--- src/rtl/core/dpc_pkg.sv ---
`default_nettype none

package dpc_pkg;

    typedef struct packed {
        logic [7:0] r;
        logic [7:0] g;
        logic [7:0] b;
    } rgb_t;

    localparam logic [2:0] MODE_GRAY    = 3'd0;
    localparam logic [2:0] MODE_SNAP    = 3'd1;
    localparam logic [2:0] MODE_CLASS   = 3'd2;
    localparam logic [2:0] MODE_SIGNED  = 3'd3;
    localparam logic [2:0] MODE_VERR    = 3'd4;
    localparam logic [2:0] MODE_SNAPTEX = 3'd5;

    localparam logic [1:0] REG_COLOR_MODE     = 2'd0;
    localparam logic [1:0] REG_TINT_FLOOR     = 2'd1;
    localparam logic [1:0] REG_OVERLAY_ENABLE = 2'd2;

    localparam logic [7:0] TINT_FLOOR_RST = 8'd64;
    localparam logic [7:0] OVERLAY_CLASS  = 8'd4;
    localparam logic [7:0] LEVEL_MIN      = 8'd40;

    localparam rgb_t NAVY  = '{r: 8'd12,  g: 8'd14,  b: 8'd40};
    localparam rgb_t BLACK = '{r: 8'd0,   g: 8'd0,   b: 8'd0};
    localparam rgb_t VERR_LOW  = '{r: 8'd40,  g: 8'd200, b: 8'd60};
    localparam rgb_t VERR_MID  = '{r: 8'd230, g: 8'd210, b: 8'd30};
    localparam rgb_t VERR_HIGH = '{r: 8'd230, g: 8'd30,  b: 8'd30};

    // Largest hue channel of tinted classes 2..5 and ceil(2^24 / that value)
    localparam logic [7:0]  HUE_MAX    [4] = '{8'd204, 8'd224, 8'd245, 8'd230};
    localparam logic [16:0] GMIN_RECIP [4] = '{17'd82242, 17'd74899, 17'd68479, 17'd72945};

    function automatic rgb_t snap_rgb(input logic [7:0] v);
        rgb_t c;
        case (v)
            8'd0:    c = NAVY;
            8'd1:    c = '{r: 8'd110, g: 8'd110, b: 8'd110};
            8'd2:    c = '{r: 8'd33,  g: 8'd204, b: 8'd64};
            8'd3:    c = '{r: 8'd224, g: 8'd31,  b: 8'd31};
            8'd4:    c = '{r: 8'd245, g: 8'd140, b: 8'd25};
            8'd5:    c = '{r: 8'd230, g: 8'd217, b: 8'd38};
            default: c = BLACK;
        endcase
        return c;
    endfunction

    function automatic rgb_t class_rgb(input logic [7:0] v);
        rgb_t c;
        case (v)
            8'd0:    c = NAVY;
            8'd1:    c = '{r: 8'd150, g: 8'd150, b: 8'd150};
            8'd2:    c = '{r: 8'd220, g: 8'd30,  b: 8'd30};
            8'd3:    c = '{r: 8'd240, g: 8'd140, b: 8'd20};
            8'd4:    c = '{r: 8'd60,  g: 8'd90,  b: 8'd150};
            8'd5:    c = '{r: 8'd230, g: 8'd20,  b: 8'd210};
            8'd6:    c = '{r: 8'd30,  g: 8'd200, b: 8'd190};
            8'd7:    c = '{r: 8'd110, g: 8'd230, b: 8'd90};
            default: c = BLACK;
        endcase
        return c;
    endfunction

    // ceil(f * 255 / HUE_MAX[k]) capped at 255, by reciprocal multiplication
    function automatic logic [7:0] gmin_calc(input logic [7:0] f, input logic [1:0] k);
        logic [15:0] num;
        logic [32:0] prod;
        logic [8:0]  q;
        num  = ({f, 8'd0} - {8'd0, f}) + {8'd0, HUE_MAX[k] - 8'd1};
        prod = 33'(num) * 33'(GMIN_RECIP[k]);
        q    = prod[32:24];
        return (q > 9'd255) ? 8'd255 : q[7:0];
    endfunction

    // floor(x / 255) for x below 65280: x * (2^16 + 2^8 + 2) >> 24
    function automatic logic [7:0] div255(input logic [15:0] x);
        logic [32:0] s;
        s = 33'({x, 16'd0}) + 33'({x, 8'd0}) + 33'({x, 1'b0});
        return s[31:24];
    endfunction

    // floor(g * 3 / 10): x * 1639 >> 14 is exact for x below 1024
    function automatic logic [7:0] damp(input logic [7:0] g);
        logic [9:0]  x;
        logic [20:0] prod;
        x    = {1'b0, g, 1'b0} + {2'd0, g};
        prod = 21'(x) * 21'(11'd1639);
        return {1'b0, prod[20:14]};
    endfunction

endpackage

`default_nettype wire

--- src/rtl/core/diagnostic_pixel_colorizer.sv ---
// Diagnostic pixel colorizer: one RGB triple for each pixel item.
// Input channel in_valid/in_ready carries pixel_value and overlay_class;
// output channel out_valid/out_ready carries red, green and blue.
// Configuration channel cfg_valid/cfg_ready takes cfg_index and cfg_data:
// index 0 color_mode, 1 tint_floor, 2 overlay_enable; other indexes are ignored.
// cfg_ready is always high; write registers only while no item is in flight.
// A tint_floor write is not kept itself but loads the per-class snaptex
// minimum levels, which are computed from the written value in the same cycle.
// Each item passes through the input register, then the result register;
// out_valid rises when the result is loaded; a stalled result delays that.
// One item per cycle while the output is not stalled; the colour logic between
// the two registers is a single combinational pass.
// While out_ready is low a valid result holds and one more item may wait
// in the input register; in_ready falls only when both are full and stalled.
// Reset clears both valid flags and loads color_mode 0 (gray),
// tint_floor 64 and overlay_enable 0.
`default_nettype none

module diagnostic_pixel_colorizer (
    input  wire logic       clk,
    input  wire logic       rst_n,
    input  wire logic       in_valid,
    output logic            in_ready,
    input  wire logic [7:0] pixel_value,
    input  wire logic [7:0] overlay_class,
    output logic            out_valid,
    input  wire logic       out_ready,
    output logic      [7:0] red,
    output logic      [7:0] green,
    output logic      [7:0] blue,
    input  wire logic       cfg_valid,
    output logic            cfg_ready,
    input  wire logic [1:0] cfg_index,
    input  wire logic [7:0] cfg_data
);
    import dpc_pkg::*;

    logic       s1_valid_reg;
    logic       s1_valid_next;
    logic       out_valid_reg;
    logic       out_valid_next;
    logic [7:0] pix_reg;
    logic [7:0] cls_reg;
    rgb_t       out_rgb_reg;
    rgb_t       out_rgb_next;

    logic [2:0] color_mode_reg;
    logic       overlay_enable_reg;
    logic [7:0] gmin_reg [4];

    logic       s2_ready;
    logic       in_fire;
    logic       s1_move;
    logic       cfg_fire;

    logic       tinted;
    logic [1:0] hue_idx;
    rgb_t       hue;
    logic [7:0] gmin_sel;
    logic [7:0] level;
    logic [7:0] lit;
    logic [7:0] ramp_t;
    logic [8:0] ramp_sum;
    rgb_t       base;

    assign cfg_ready = 1'b1;
    assign cfg_fire  = cfg_valid && cfg_ready;

    assign s2_ready = !out_valid_reg || out_ready;
    assign in_ready = !s1_valid_reg || s2_ready;
    assign in_fire  = in_valid && in_ready;
    assign s1_move  = s1_valid_reg && s2_ready;

    assign s1_valid_next  = in_fire || (s1_valid_reg && !s2_ready);
    assign out_valid_next = s2_ready ? s1_valid_reg : out_valid_reg;

    always_ff @(posedge clk or negedge rst_n)
    begin
        if (!rst_n)
        begin
            s1_valid_reg  <= 1'b0;
            out_valid_reg <= 1'b0;
        end
        else
        begin
            s1_valid_reg  <= s1_valid_next;
            out_valid_reg <= out_valid_next;
        end
    end

    always_ff @(posedge clk)
    begin
        if (in_fire)
        begin
            pix_reg <= pixel_value;
            cls_reg <= overlay_class;
        end
        if (s1_move)
        begin
            out_rgb_reg <= out_rgb_next;
        end
    end

    always_ff @(posedge clk or negedge rst_n)
    begin
        if (!rst_n)
        begin
            color_mode_reg     <= MODE_GRAY;
            overlay_enable_reg <= 1'b0;
            for (int i = 0; i < 4; i++)
            begin
                gmin_reg[i] <= gmin_calc(TINT_FLOOR_RST, 2'(i));
            end
        end
        else if (cfg_fire)
        begin
            case (cfg_index)
                REG_COLOR_MODE:
                begin
                    color_mode_reg <= cfg_data[2:0];
                end
                REG_TINT_FLOOR:
                begin
                    for (int i = 0; i < 4; i++)
                    begin
                        gmin_reg[i] <= gmin_calc(cfg_data, 2'(i));
                    end
                end
                REG_OVERLAY_ENABLE:
                begin
                    overlay_enable_reg <= cfg_data[0];
                end
                default:
                begin
                end
            endcase
        end
    end

    // snaptex tint level
    assign tinted   = (cls_reg >= 8'd2) && (cls_reg <= 8'd5);
    assign hue_idx  = 2'(cls_reg[1:0] - 2'd2);
    assign hue      = snap_rgb(cls_reg);
    assign gmin_sel = gmin_reg[hue_idx];
    assign level    = (pix_reg > gmin_sel) ? pix_reg : gmin_sel;
    assign lit      = (pix_reg > LEVEL_MIN) ? pix_reg : LEVEL_MIN;

    always_comb
    begin
        ramp_t   = 8'd0;
        ramp_sum = 9'd0;
        case (color_mode_reg)
            MODE_GRAY:
            begin
                base = (pix_reg == 8'd0) ? NAVY : '{r: pix_reg, g: pix_reg, b: pix_reg};
            end
            MODE_SNAP:
            begin
                base = snap_rgb(pix_reg);
            end
            MODE_CLASS:
            begin
                base = class_rgb(pix_reg);
            end
            MODE_SIGNED:
            begin
                if (pix_reg == 8'd0)
                begin
                    base = NAVY;
                end
                else if (pix_reg < 8'd128)
                begin
                    ramp_t   = 8'd128 - pix_reg;
                    ramp_sum = 9'd80 + {ramp_t, 1'b0};
                    base.r   = 8'd40;
                    base.g   = 8'd60 + ramp_t;
                    base.b   = (ramp_sum > 9'd255) ? 8'd255 : ramp_sum[7:0];
                end
                else
                begin
                    ramp_t   = {1'b0, pix_reg[6:0]};
                    ramp_sum = 9'd80 + {ramp_t, 1'b0};
                    base.r   = (ramp_sum > 9'd255) ? 8'd255 : ramp_sum[7:0];
                    base.g   = (ramp_t > 8'd120) ? 8'd0 : 8'd120 - ramp_t;
                    base.b   = 8'd40;
                end
            end
            default:
            begin
                if (pix_reg == 8'd0)
                begin
                    base = NAVY;
                end
                else if (pix_reg < 8'd32)
                begin
                    base = VERR_LOW;
                end
                else if (pix_reg < 8'd96)
                begin
                    base = VERR_MID;
                end
                else
                begin
                    base = VERR_HIGH;
                end
            end
        endcase

        if (color_mode_reg == MODE_SNAPTEX)
        begin
            if (pix_reg == 8'd0)
            begin
                out_rgb_next = tinted ? hue : NAVY;
            end
            else if (tinted)
            begin
                out_rgb_next.r = div255(16'(hue.r) * 16'(level));
                out_rgb_next.g = div255(16'(hue.g) * 16'(level));
                out_rgb_next.b = div255(16'(hue.b) * 16'(level));
            end
            else
            begin
                out_rgb_next = '{r: lit, g: lit, b: lit};
            end
        end
        else if (overlay_enable_reg && (cls_reg == OVERLAY_CLASS))
        begin
            out_rgb_next.r = lit;
            out_rgb_next.g = damp(lit);
            out_rgb_next.b = damp(lit);
        end
        else
        begin
            out_rgb_next = base;
        end
    end

    assign out_valid = out_valid_reg;
    assign red       = out_rgb_reg.r;
    assign green     = out_rgb_reg.g;
    assign blue      = out_rgb_reg.b;

endmodule

`default_nettype wire

--- config.mk ---
export PLATFORM = sky130hd
export DESIGN_NAME = diagnostic_pixel_colorizer
export DESIGN_NICKNAME = d
export VERILOG_FILES = /design/src/rtl/core/dpc_pkg.sv /design/src/rtl/core/diagnostic_pixel_colorizer.sv
export SDC_FILE = /design/constraint.sdc
export NUM_CORES = 1
export LEC_CHECK = 0
export ABC_AREA = 1
export BUFFER_PORTS_ARGS = -buffer_cell sky130_fd_sc_hd__buf_2
export CAP_MARGIN = 30
export CORE_ASPECT_RATIO = 0.7
export CORE_MARGIN = 2
export CORE_UTILIZATION = 40
export CTS_BUF_LIST = sky130_fd_sc_hd__clkbuf_8
export DETAILED_ROUTE_END_ITERATION = 8
export HOLD_SLACK_MARGIN = 0.12
export PLACE_DENSITY_LB_ADDON = 0.08
export SLEW_MARGIN = 20
export SYNTH_ARGS = -nofsm -noshare
export SYNTH_HDL_FRONTEND = slang
export SYNTH_SLANG_ARGS = --single-unit
--- constraint.sdc ---
create_clock -name clk -period 25.3 [get_ports clk]
set_input_delay 7.59 -clock clk [delete_from_list [all_inputs] [get_ports clk]]
set_output_delay 7.59 -clock clk [all_outputs]
set_load 0.03 [all_outputs]
==> reports/summary.txt <==
RUN
-----------------------------------------------------------------------------------------------
MaxCap Viol Count                                                                             0

FINAL LAYOUT
-----------------------------------------------------------------------------------------------
Fillcell total                                                                             8898
Most common cell after layout, fill and taps aside                                        inv_1
Area growth syn-to-layout                                                                5.978%
Number of nets in the finished design                                                      5641
Share of final-layout standard cells stronger than drive strength 1                     0.03780
Highest-count cells in the layout ignoring fill and taps                           881 x inv_1, 766 x nand2_1, 758 x ha_1

WORST SETUP PATH
-----------------------------------------------------------------------------------------------
Cell class contributing the biggest share of worst-path delay                       adder cells
Largest stage delay on the critical path                                                 570 ps
Depth of the worst register-to-register path                                                 43
Buf/Inv on CP                                                                                 5
Master of the slowest instance on the critical path                                        fa_1
Worst path depth                                                                             31
Data required time at the worst endpoint                                               25690 ps
Largest driver fanout on the critical path                                                   16
Endpoint class of the critical path                                                   flip-flop
Capturing instance or port of the critical path                                    gmin_reg[14]
Endpoint of the most critical register-to-register path                                 blue[7]
Startpoint of the lowest-slack register-to-register path                             cls_reg[0]
Cell repeated most along the worst path                                                    fa_1
Sort of element at the start of the critical path                                     input pin
Start-to-end type of the worst setup path                                          input pin to flip-flop
Critical path data arrival time                                                        16140 ps
Worst reg2reg setup slack                                                              14800 ps
Start point of the critical path                                                    cfg_data[0]

CLOCK NETWORK
-----------------------------------------------------------------------------------------------
Clock input transition at the sequential cells of the worst setup and hold paths         110 ps
Count of hold buffers inserted by post-cts repair                                             0
Sink count of the clock tree                                                                 98
TritonCTS buffer count                                                                        9
Number of buffers on the longest clock path                                                   2
Number of buffers added for setup after CTS                                                   0
Insertion delay to the later sink of the worst-skew pair                                 460 ps
CTS tree                                                                                   done
Cell at the root of the clock tree                                                     clkbuf_8
Cells resized by post-CTS repair                                                              0
H-tree depth reported by CTS                                                                  3

TIMING
-----------------------------------------------------------------------------------------------
Timing-limited maximum frequency                                                      63.50 MHz
RSZ-0062 raised after global routing                                                      false
Final hold violation count                                                                    0
Slew at the pin with the worst max-slew slack                                           1038 ps
Time the final worst path needs with I/O delays and setup                              15750 ps
Clock Skews                                                                            22.20 ps
Number of max-slew violations in the final report                                             0
TNS Setup                                                                                  0 ps
Relative slew margins                                                                    0.3053
Final-layout worst hold slack                                                          479.4 ps
Portion of the clock cycle consumed by the worst path in the final layout                0.6225
Final setup violation count                                                                   0

SYNTH
-----------------------------------------------------------------------------------------------
Flop and latch count out of synthesis                                                        98
Netlist area before placement                                                        33800 um^2
Async set-or-reset flop fraction in the synthesized netlist                              0.3878
Leading register cell type out of synthesis                                            edfxtp_1
Number of cells produced by synthesis                                                      4436
Post-synthesis net count                                                                   5585
Number of unique standard cell types used by synthesis                                       64
Synth Area per Inst                                                                  7.620 um^2
Part of the Yosys area used for sequential elements                                     0.07595
Count of yosys warnings during synthesis                                                      0
Number of enable flip-flop cells after synthesis                                             40

DRT
-----------------------------------------------------------------------------------------------
Via density                                                                               5.139
Routed wire length                                                                    104100 um
Routed via count                                                                          28960
Violation count after the first detailed-route iteration                                   2247
Drt pass-1 iters                                                                              5
DRT antenna net count                                                                         0
DRC viols                                                                                     0
Per-cell routed wire length                                                            18.48 um

GLOBAL ROUTING
-----------------------------------------------------------------------------------------------
Vias in the first global route                                                            28740
Number of antenna violations at the first check in global routing                             2
GRT overflow                                                                                  0
Pin count of the biggest net entering global routing                                         41
First-pass GRT wire length                                                            165800 um
GRT Overall Usage                                                                        0.2469

PLACEMENT
-----------------------------------------------------------------------------------------------
Placer's final routability congestion estimate                                           0.9340
# port buffers                                                                               56
HPWL after detailed placement                                                          91860 um

MIN PATH
-----------------------------------------------------------------------------------------------
Worst min-delay path category                                                      flip-flop to flip-flop

DIE
-----------------------------------------------------------------------------------------------
Die Y                                                                                  247.2 um
Std-Cell Rows                                                                                89
CORE AREA                                                                            83960 um^2
Area of the die                                                                      86880 um^2
Number of I/O pins                                                                           58
Horizontal die dimension                                                               351.5 um
Effective utilization at floorplan                                                       0.4026

OUTCOME
-----------------------------------------------------------------------------------------------
Outcome                                                                            finished clean

## per-stage QoR
stage | util | instances | setup slack, ps | instance area (um^2)
5_1_grt | 0.4267 | 5635 | 8982 | 35820
3_3_place_gp | 0.4235 | 5615 | 9230 | 35560
6_report | 0.4267 | 5635 | 9552 | 35820
3_5_place_dp | 0.4239 | 5617 | 9183 | 35590
2_1_floorplan | - | 4436 | 9778 | 33800
4_1_cts | 0.4265 | 5633 | 9609 | 35810
## worst min-delay path by stage
stage	cells past startpoint	startpoint	to	slack, ps
2_1_floorplan	2	s1_valid_reg	out_valid	450
5_1_grt	2	gmin_reg[22]	gmin_reg[22]	490
6_report	2	gmin_reg[22]	gmin_reg[22]	480
3_3_place_gp	2	gmin_reg[22]	gmin_reg[22]	460
3_5_place_dp	2	gmin_reg[22]	gmin_reg[22]	470
4_1_cts	2	gmin_reg[22]	gmin_reg[22]	480
## metal layers
metal,vias to the layer above,track usage,share of wire
li1,14450,-,-
met1,13700,0.4062,0.55
met2,767,0.3291,0.37
met3,47,0.05077,0.076
met4,0,0.02401,0.0080
met5,-,0,0
## kinds of logic after synthesis
family                   count (synthesis)  synth area share
XOR/XNOR                               122           0.03339
AND/OR/NAND/NOR                       1567            0.1930
other                                    1         0.0001109
AO/OA/AOI/OAI                          590           0.09898
adder cells (fa/ha/maj)               1118            0.4938
flip-flops                              98           0.07595
buffers and inverters                  940            0.1048
## worst reg2reg max path, delay by kind of cell, from the launching register on
kind	cells	cell delay (ps)
compound gates	5	1250
xor+xnor	1	450
fa+ha+maj	7	2980
buf+inv	9	1610
flops	1	670
simple gates	21	3290
## synthesized netlist by cell type, types with 11 or more instances
cell / n / share of area
a21o_1: 23 / 0.0051
a21oi_1: 254 / 0.038
a221oi_1: 12 / 0.0031
a31oi_1: 32 / 0.0059
clkbuf_1: 37 / 0.0041
dfrtp_1: 26 / 0.019
dfstp_2: 12 / 0.0093
dfxtp_1: 20 / 0.012
edfxtp_1: 40 / 0.036
fa_1: 360 / 0.21
ha_1: 758 / 0.28
inv_1: 880 / 0.098
inv_2: 11 / 0.0012
nand2_1: 766 / 0.085
nand3_1: 160 / 0.024
nand4_1: 57 / 0.011
nor2_1: 476 / 0.053
nor3_1: 45 / 0.0067
nor4_1: 13 / 0.0024
o21a_1: 15 / 0.0033
o21ai_0: 171 / 0.025
xnor2_1: 40 / 0.010
xor2_1: 77 / 0.020
## cell type report
class | count | area [um^2] | area share
multi-input cells | 3398 | 27700 | 0.7733
inverters | 897 | 3369 | 0.09406
flip-flops and latches | 98 | 2567 | 0.07167
well taps | 1137 | 1423 | 0.03971
repair buffers | 88 | 540.5 | 0.01509
clock buffers | 9 | 123.9 | 0.003458
clock inverters | 7 | 95.09 | 0.002654
diodes | 1 | 2.502 | 0.00006985
Power is left out: the tool's default activity adds up to more than one toggle a clock period on the data nets, which glitch-free logic cannot reach.
